File: config.mk
export PLATFORM = sky130hd
export DESIGN_NAME = ecpu_alu
export DESIGN_NICKNAME = d
export VERILOG_FILES = /design/src/hdl/eight_bit_cpu_instruction_step_defines.svh /design/src/hdl/ecpu_pkg.sv /design/src/hdl/ecpu_alu.sv
export SDC_FILE = /design/constraint.sdc
export NUM_CORES = 1
export LEC_CHECK = 0
export BUFFER_PORTS_ARGS = -buffer_cell sky130_fd_sc_hd__clkbuf_2
export CAP_MARGIN = 20
export CORE_MARGIN = 2
export CORE_UTILIZATION = 47
export DETAILED_ROUTE_END_ITERATION = 10
export PLACE_DENSITY = 0.91
export REMOVE_ABC_BUFFERS = 1
export SYNTH_ARGS = -nofsm -noshare
export SYNTH_HDL_FRONTEND = slang
export SYNTH_SLANG_ARGS = --single-unit
File: constraint.sdc
create_clock -name vclk -period 3.6
set_clock_uncertainty 0.15 [all_clocks]
set_input_delay 0.36 -clock vclk [all_inputs]
set_output_delay 0.36 -clock vclk [all_outputs]
set_load 0.005 [all_outputs]
File: src/hdl/eight_bit_cpu_instruction_step_defines.svh
// Assertion macros used by the CPU step RTL file.
`ifndef EIGHT_BIT_CPU_INSTRUCTION_STEP_DEFINES_SVH
`define EIGHT_BIT_CPU_INSTRUCTION_STEP_DEFINES_SVH

// Assert an implication on every rising clock edge outside reset.
`define ECPU_ASSERT_IMP(label, clk, rstn, ante, cons, msg) \
    label: assert property (@(posedge clk) disable iff (!rstn) (ante) |-> (cons)) \
        else $error(msg);

// Assert an implication whose consequent is checked in the cycle after the antecedent.
`define ECPU_ASSERT_NEXT(label, clk, rstn, ante, cons, msg) \
    label: assert property (@(posedge clk) disable iff (!rstn) (ante) |=> (cons)) \
        else $error(msg);

`endif

File: src/hdl/ecpu_pkg.sv
// ----------------------------------------------------------------------------
// ecpu_pkg
// Shared types and constants of the 8-bit CPU step block.
// ----------------------------------------------------------------------------
`timescale 1ns / 1ps
`default_nettype none

package ecpu_pkg;

    localparam int ADDR_BITS_DEF = 16;

    localparam logic [4:0] F_CY = 5'h01;
    localparam logic [4:0] F_P  = 5'h02;
    localparam logic [4:0] F_AC = 5'h04;
    localparam logic [4:0] F_Z  = 5'h08;
    localparam logic [4:0] F_S  = 5'h10;

    localparam logic [7:0] OP_NOP      = 8'h00;
    localparam logic [7:0] OP_LXI_B    = 8'h01;
    localparam logic [7:0] OP_DCR_B    = 8'h05;
    localparam logic [7:0] OP_MVI_B    = 8'h06;
    localparam logic [7:0] OP_DAD_B    = 8'h09;
    localparam logic [7:0] OP_DCR_C    = 8'h0D;
    localparam logic [7:0] OP_MVI_C    = 8'h0E;
    localparam logic [7:0] OP_RRC      = 8'h0F;
    localparam logic [7:0] OP_LXI_D    = 8'h11;
    localparam logic [7:0] OP_INX_D    = 8'h13;
    localparam logic [7:0] OP_DAD_D    = 8'h19;
    localparam logic [7:0] OP_LDAX_D   = 8'h1A;
    localparam logic [7:0] OP_RAR      = 8'h1F;
    localparam logic [7:0] OP_LXI_H    = 8'h21;
    localparam logic [7:0] OP_INX_H    = 8'h23;
    localparam logic [7:0] OP_MVI_H    = 8'h26;
    localparam logic [7:0] OP_DAD_H    = 8'h29;
    localparam logic [7:0] OP_CMA      = 8'h2F;
    localparam logic [7:0] OP_LXI_SP   = 8'h31;
    localparam logic [7:0] OP_STA      = 8'h32;
    localparam logic [7:0] OP_MVI_M    = 8'h36;
    localparam logic [7:0] OP_LDA      = 8'h3A;
    localparam logic [7:0] OP_MVI_A    = 8'h3E;
    localparam logic [7:0] OP_MOV_BC   = 8'h41;
    localparam logic [7:0] OP_MOV_BD   = 8'h42;
    localparam logic [7:0] OP_MOV_BE   = 8'h43;
    localparam logic [7:0] OP_MOV_DM   = 8'h56;
    localparam logic [7:0] OP_MOV_EM   = 8'h5E;
    localparam logic [7:0] OP_MOV_HM   = 8'h66;
    localparam logic [7:0] OP_MOV_LA   = 8'h6F;
    localparam logic [7:0] OP_MOV_MA   = 8'h77;
    localparam logic [7:0] OP_MOV_AD   = 8'h7A;
    localparam logic [7:0] OP_MOV_AE   = 8'h7B;
    localparam logic [7:0] OP_MOV_AH   = 8'h7C;
    localparam logic [7:0] OP_MOV_AM   = 8'h7E;
    localparam logic [7:0] OP_ADD_B    = 8'h80;
    localparam logic [7:0] OP_ADD_C    = 8'h81;
    localparam logic [7:0] OP_ADD_M    = 8'h86;
    localparam logic [7:0] OP_ANA_A    = 8'hA7;
    localparam logic [7:0] OP_XRA_A    = 8'hAF;
    localparam logic [7:0] OP_POP_B    = 8'hC1;
    localparam logic [7:0] OP_JNZ      = 8'hC2;
    localparam logic [7:0] OP_JMP      = 8'hC3;
    localparam logic [7:0] OP_PUSH_B   = 8'hC5;
    localparam logic [7:0] OP_ADI      = 8'hC6;
    localparam logic [7:0] OP_RET      = 8'hC9;
    localparam logic [7:0] OP_CALL     = 8'hCD;
    localparam logic [7:0] OP_POP_D    = 8'hD1;
    localparam logic [7:0] OP_OUT      = 8'hD3;
    localparam logic [7:0] OP_PUSH_D   = 8'hD5;
    localparam logic [7:0] OP_POP_H    = 8'hE1;
    localparam logic [7:0] OP_PUSH_H   = 8'hE5;
    localparam logic [7:0] OP_ANI      = 8'hE6;
    localparam logic [7:0] OP_XCHG     = 8'hEB;
    localparam logic [7:0] OP_POP_PSW  = 8'hF1;
    localparam logic [7:0] OP_PUSH_PSW = 8'hF5;
    localparam logic [7:0] OP_EI       = 8'hFB;
    localparam logic [7:0] OP_CPI      = 8'hFE;
    localparam logic [7:0] PSW_ONE     = 8'h02;

    typedef enum logic [3:0] {
        ST_CLEAR,
        ST_IDLE,
        ST_LOAD,
        ST_FETCH0,
        ST_FETCH1,
        ST_FETCH2,
        ST_GET2,
        ST_EXEC,
        ST_DATA,
        ST_GETD,
        ST_DATA2,
        ST_GETD2,
        ST_DONE
    } state_t;

    // Memory request from the sequencer to the RAM.
    typedef struct packed {
        logic        we;
        logic [15:0] addr;
        logic [7:0]  wdata;
    } mem_req_t;

    function automatic logic even_parity(input logic [7:0] v);
        return ~(^v);
    endfunction

endpackage

`default_nettype wire

File: src/hdl/ecpu_alu.sv
// ----------------------------------------------------------------------------
// ecpu_alu
// Shared 16-bit adder with flag logic for the CPU sequencer.
// ----------------------------------------------------------------------------
`timescale 1ns / 1ps
`default_nettype none

module ecpu_alu (
    input  wire logic [15:0] op_a,
    input  wire logic [15:0] op_b,
    input  wire logic        carry_in,
    output logic [16:0]      sum,
    output logic             parity_lo,
    output logic             zero_lo,
    output logic             sign_lo
);

    always_comb begin
        sum       = {1'b0, op_a} + {1'b0, op_b} + {16'd0, carry_in};
        parity_lo = ecpu_pkg::even_parity(sum[7:0]);
        zero_lo   = (sum[7:0] == 8'd0);
        sign_lo   = sum[7];
    end

endmodule

`default_nettype wire

==> reports/results.ini, run 1 <==
[synthesis]
avgSynthCellArea_um2=7.30
synth_top_area_cell=ha_1
synth_area_leaders=ha_1 24%, a21oi_1 7.2%, xnor2_1 7.2%
yosys.cell_types.count=40
ys_seq_area_share_pct=0
synth_top_area_share_pct=24.3
synthCells=134
ys_warn_count=0
syn_area_um2=978

[grt]
grt_pass1_vias=1043
grt_overflow=0
grt_pass1_wl_um=3970
grt_max_degree=12
antenna_found_initial=0
grt.total_usage_pct=19.1

[layout]
antennaDiodeCount=0
layout-drive-gt1-share_pct=34.6
fin_cells=212
nNetsFinal=241
clockBufferCount=0
stdcell_area_um2=1260
syn_to_final_growth_pct=29.3
flops_and_latches=0
fillers=195
regArea_um2=0

[sta]
setup_tns_ns=0
fin_crit_sh_pct=93.2
hold_viol=0
max_clock_freq_mhz=298
worst_slew_pin_slew_ns=0.341
finalHoldWorstSlack_ns=0.989
slew_violations=0
layout_min_cycle_time_ns=3.36
setup_viol=0
relSlewSlack_pct=77.0
rsz0062_at_grt=no

[floorplan]
core_area_um2=1960
die_x_um=49.6
die_y_um=49.6
ios=53
initial_utilization_pct=49.9
die_area_um2=2460
rows=16

[power]
power.internal_w=0.000151
p_per_area_nw_per_um2=238
p_clk_share_pct=0
ir_drop_v=0.000193
power_switching_share_pct=49.8
p_leak_nw=0.697
pwr-share-comb_pct=100.0
pwr-share-seq_pct=0
p_switching_w=0.000150

[place]
numPortBuffers=53
dp.cells=212
routabilityCongestion=0.841
dpl.hpwl_um=2180
placed_area_um2=1260

[route]
route.detailed.drc=0
num_vias=1162
finalWirelength_um=2390
vias_per_cell=5.48
drtPass1Iterations=4
drt-wirelength-per-cell_um=11.3
ant_nets=0
drt_iter0_markers=20

[min_path]
min_to=sum[16]
worst_hold_startpoint=op_b[15]
whs_path_depth=5
hp-class=input port to output pin

[setup_path]
crit_type=input port to output pin
arrival_ns=2.85
required_ns=3.09
start_kind=input port
crit_path_max_fanout=3
crit_path_end_kind=output pin

[status]
status=finished, final reports clean

[clock_network]
ctsHoldBuffers=0
postCtsSetupBuffers=0
ctsResizeCount=0

[run]
maxCapViolCount=0

[cells by family after synthesis]
logic type | synth area share [%]
compound gates | 28.4
simple gates | 22.1
fa+ha+maj | 28.4
buf+inv | 7.42
xor+xnor | 11.6
mux | 2.05
[critical path, stage by stage]
cell and delay [ns]:
clkbuf_2 0.08, inv_1 0.05, fa_1 0.45, fa_1 0.41, and2b_4 0.27, o2111ai_2 0.13
nand2_1 0.10, nor2_1 0.05, or2_1 0.21, ha_1 0.30, xnor2_1 0.19, xnor2_1 0.13
clkbuf_2 0.13
[metal layers]
metal | GRT usage (%) | vias to the layer above | routed length [um]
met5 | 0 | - | 0
met4 | 1.85 | 0 | 0
li1 | - | 588 | -
met1 | 21.9 | 534 | 967
met3 | 0.606 | 0 | 120
met2 | 39.3 | 40 | 1300
[synthesized netlist by cell type]
cell       instances
a21oi_1           14
o311ai_1           1
and4_2             1
or4_1              1
a211oi_2           1
inv_1             14
o21ai_0            3
nand2b_1           4
o2111ai_2          1
xor2_1             5
nor2_1             9
nor2b_2            1
o21a_1             1
a311oi_2           1
nor2b_1            1
buf_4              2
ha_1              19
nand4_1            1
and3_1             1
a41oi_1            1
nor4bb_1           1
mux2i_1            2
a21o_1             4
a21boi_2           1
a21oi_2            2
and3_2             1
fa_1               2
o21ai_1            6
or2_1              1
and2b_4            1
a211oi_1           1
buf_2              1
o22ai_1            1
nand2_1           10
xnor2_1            8
nor3_1             1
nand3_1            4
and4_1             1
o211ai_1           3
nor3b_1            1
[area by class of cell]
type / count / area, um^2 / area share [%]
Timing Repair Buffer: 54 / 273 / 21.6
Tap cell: 27 / 33.8 / 2.67
Inverter: 14 / 52.6 / 4.15
Multi-Input combinational cell: 117 / 906 / 71.6
[worst max-delay path by stage]
stage                     startpoint        end  slack [ns]  depth (start not counted)
after floorplan              op_a[0]  parity_lo        0.52                         11
after CTS                    op_a[0]  parity_lo        0.22                         13
final                        op_a[0]  parity_lo        0.24                         13
after global routing         op_a[0]  parity_lo        0.06                         13
after detailed placement     op_a[0]  parity_lo        0.22                         13
after global placement       op_a[0]  parity_lo        0.28                         13
[power by group through the flow]
| stage | Combinational [W] | Clock, W | Sequential (W) |
|---|---|---|---|
| after CTS | 0.000304 | 0 | 0 |
| final | 0.000301 | 0 | 0 |
| after global routing | 0.000336 | 0 | 0 |
| after global placement | 0.000292 | 0 | 0 |
| after detailed placement | 0.000303 | 0 | 0 |
| after floorplan | 0.000196 | 0 | 0 |
[stage by stage]
step / utilization (%) / setup WS (ns) / power, W
floorplan: - / 0.522 / 0.000196
global placement: 64.5 / 0.279 / 0.000292
detailed placement: 64.5 / 0.217 / 0.000303
CTS: 64.5 / 0.217 / 0.000304
global route: 64.5 / 0.0570 / 0.000336
finish: 64.5 / 0.244 / 0.000301
[layout by cell type, fill, tap and decap left out, types with 3 or more instances in the layout]
master | synthesis | routed
clkbuf_2 | 0 | 53
ha_1 | 19 | 19
inv_1 | 14 | 14
a21oi_1 | 14 | 14
nand2_1 | 10 | 10
nor2_1 | 9 | 9
xnor2_1 | 8 | 8
o21ai_1 | 6 | 6
xor2_1 | 5 | 5
nand2b_1 | 4 | 4
a21o_1 | 4 | 4
nand3_1 | 4 | 4
o211ai_1 | 3 | 3
o21ai_0 | 3 | 3
Power figures use the tool's default switching activity.
==> run 2, diff against run 1 <==
--- a/config.mk
+++ b/config.mk
@@ -5,12 +5,13 @@
 export SDC_FILE = /design/constraint.sdc
 export NUM_CORES = 1
 export LEC_CHECK = 0
+export ABC_AREA = 1
 export BUFFER_PORTS_ARGS = -buffer_cell sky130_fd_sc_hd__clkbuf_2
 export CAP_MARGIN = 20
 export CORE_MARGIN = 2
 export CORE_UTILIZATION = 47
 export DETAILED_ROUTE_END_ITERATION = 10
-export PLACE_DENSITY = 0.91
+export PLACE_DENSITY = 0.87
 export REMOVE_ABC_BUFFERS = 1
 export SYNTH_ARGS = -nofsm -noshare
 export SYNTH_HDL_FRONTEND = slang
==> reports/results.ini, run 2 <==
[status]
status=finished, final reports clean

[sta]
rsz0062_at_grt=no
worst_slew_pin_slew_ns=0.278  ; -0.0631 ns
setup_viol=0  ; unchanged
layout_min_cycle_time_ns=3.09  ; -0.265 ns
max_clock_freq_mhz=324  ; +8.6%
slew_violations=0  ; unchanged
hold_viol=0  ; unchanged
relSlewSlack_pct=81.5  ; +4.5 points
setup_tns_ns=0  ; unchanged
fin_crit_sh_pct=85.9  ; -7.4 points

[synthesis]
ys_warn_count=0  ; unchanged
syn_area_um2=1160  ; +18%
synth_area_leaders=nand2_1 27%, ha_1 21%, inv_1 17%
synth_top_area_cell=nand2_1
avgSynthCellArea_um2=5.43  ; -26%
yosys.cell_types.count=19  ; -53%
yosysMostFrequentCell=nand2_1
synthCells=213  ; +59%
synth_commonest_cells=84 x nand2_1, 51 x inv_1, 19 x ha_1, 11 x nand3_1, 11 x nor2_1
ys_seq_area_share_pct=0  ; unchanged
synth_top_area_share_pct=27.3  ; +3.0 points

[floorplan]
ios=53  ; unchanged
initial_utilization_pct=50.8  ; +0.92 points
rows=17  ; +1
die_x_um=53.6  ; +8.0%
core_area_um2=2280  ; +16%
die_area_um2=2870  ; +17%
die_y_um=53.6  ; +8.0%

[grt]
grt_pass1_wl_um=4470  ; +13%
grt_overflow=0  ; unchanged
grt_max_degree=8  ; -4
grt_pass1_vias=1183  ; +13%
antenna_found_initial=0  ; unchanged
grt.total_usage_pct=20.0  ; +0.90 points

[layout]
stdcell_area_um2=1440  ; +14%
nNetsFinal=320  ; +33%
layout-drive-gt1-share_pct=25.4  ; -9.2 points
antennaDiodeCount=0  ; unchanged
clockBufferCount=0  ; unchanged
syn_to_final_growth_pct=24.4
layout_common_cells=84 x nand2_1, 53 x clkbuf_2, 51 x inv_1, 19 x ha_1
flops_and_latches=0  ; unchanged
layout_commonest_cell=nand2_1
regArea_um2=0  ; unchanged

[min_path]
worst_hold_startpoint=op_b[15]
min_to=sum[16]
whs_path_depth=5  ; unchanged
hp-class=input port to output pin

[power]
ir_drop_v=0.000219  ; +13%
p_per_area_nw_per_um2=227  ; -4.7%
p_total_w=0.000326  ; +8.3%
p_leak_nw=1.01  ; +44%

[route]
num_vias=1399  ; +20%
route.detailed.drc=0  ; unchanged
drt-wirelength-per-cell_um=9.53  ; -15%
drtPass1Iterations=4  ; unchanged
ant_nets=0  ; unchanged
finalWirelength_um=2780  ; +17%
vias_per_cell=4.79  ; -13%
drt_iter0_markers=29  ; +45%

[setup_path]
start_kind=input port
crit_top_cell=xnor2_1
cp_num_buf_inv=4  ; +1
crit_path_max_fanout=3  ; unchanged
crit_type=input port to output pin
worst_path_max_delay_cell=fa_1
cp_top_family=adder cells
arrival_ns=2.58  ; -0.27 ns
required_ns=3.09  ; about the same
crit_path_end_kind=output pin
max_stage_delay_ns=0.46  ; about the same
path_cells=clkbuf_2 > inv_1 > fa_1 > fa_1 > inv_1 > nand3_1 > nand3_1 > xnor2_1 > ha_1 > xnor2_1 > xnor2_1 > clkbuf_2

[run]
maxCapViolCount=0  ; unchanged

[clock_network]
postCtsSetupBuffers=0  ; unchanged
ctsHoldBuffers=0  ; unchanged
ctsResizeCount=0  ; unchanged

[place]
numPortBuffers=53  ; unchanged
dpl.hpwl_um=2570  ; +18%
placed_area_um2=1440  ; +14%
routabilityCongestion=0.869  ; +3.4%

## run 2: cell count changes in the layout (fill, tap and decap cells not counted), sizes merged, moves of 3 or more
| cell | delta |
|---|---|
| a21o | -4 |
| a21oi | -6 |
| inv | +40 |
| nand2 | +77 |
| nand2b | -4 |
| nand3 | +7 |
| o211ai | -3 |
| o21ai | -9 |
| xor2 | -5 |
## run 2: tightest hold or removal path, stage by stage
cell and delay, ns:
clkbuf_2 0.08, ha_1 0.13, a211oi_1 0.04, nand2_1 0.06, clkbuf_2 0.10
## run 2: cells by family after synthesis
family / Yosys count / synth area share (%)
AND/OR/NAND/NOR: 115 / 41.7
buffers and inverters: 56 / 19.2
adder cells (fa/ha/maj): 21 / 24.0
AO/OA/AOI/OAI: 11 / 5.63
XOR/XNOR: 10 / 9.52
## run 2: worst max-delay path by stage
stage	end	start	depth (start not counted)	slack (ns)
after detailed placement	parity_lo	op_a[0]	12	0.49
final	parity_lo	op_a[0]	12	0.51
after global routing	parity_lo	op_a[0]	12	0.37
after floorplan	parity_lo	op_a[0]	10	0.85
after CTS	parity_lo	op_a[0]	12	0.48
after global placement	parity_lo	op_a[0]	12	0.59
## run 2: metrics by stage
step	worst slack, ns	util [%]	hold slack, ns	std cells
2_1_floorplan	0.852	-	0.792	211
3_3_place_gp	0.591	63.2	0.969	292
3_5_place_dp	0.486	63.2	0.987	292
4_1_cts	0.483	63.2	0.989	292
5_1_grt	0.370	63.2	1.03	292
6_report	0.509	63.2	0.977	292
## run 2: report_power, final
| part | total [W] | switching, W | internal [W] |
|---|---|---|---|
| sequential | 0 | 0 | 0 |
| combinational | 0.000326 | 0.000173 | 0.000153 |
| clock | 0 | 0 | 0 |
| total | 0.000326 | 0.000173 | 0.000153 |
## run 2: cell type report
cell class | count | area [um^2]
fill | 237 | 838
inverter | 54 | 203
multi-input combinational | 157 | 935
tap | 28 | 35.0
timing repair buffer | 53 | 265
## run 2: layer usage
metal / vias up / global-route usage [%] / wire (um)
met5: - / 0 / 0
met4: 0 / 0.427 / 10
met3: 4 / 0 / 210
met2: 58 / 40.7 / 1340
met1: 591 / 24.5 / 1220
li1: 746 / - / -
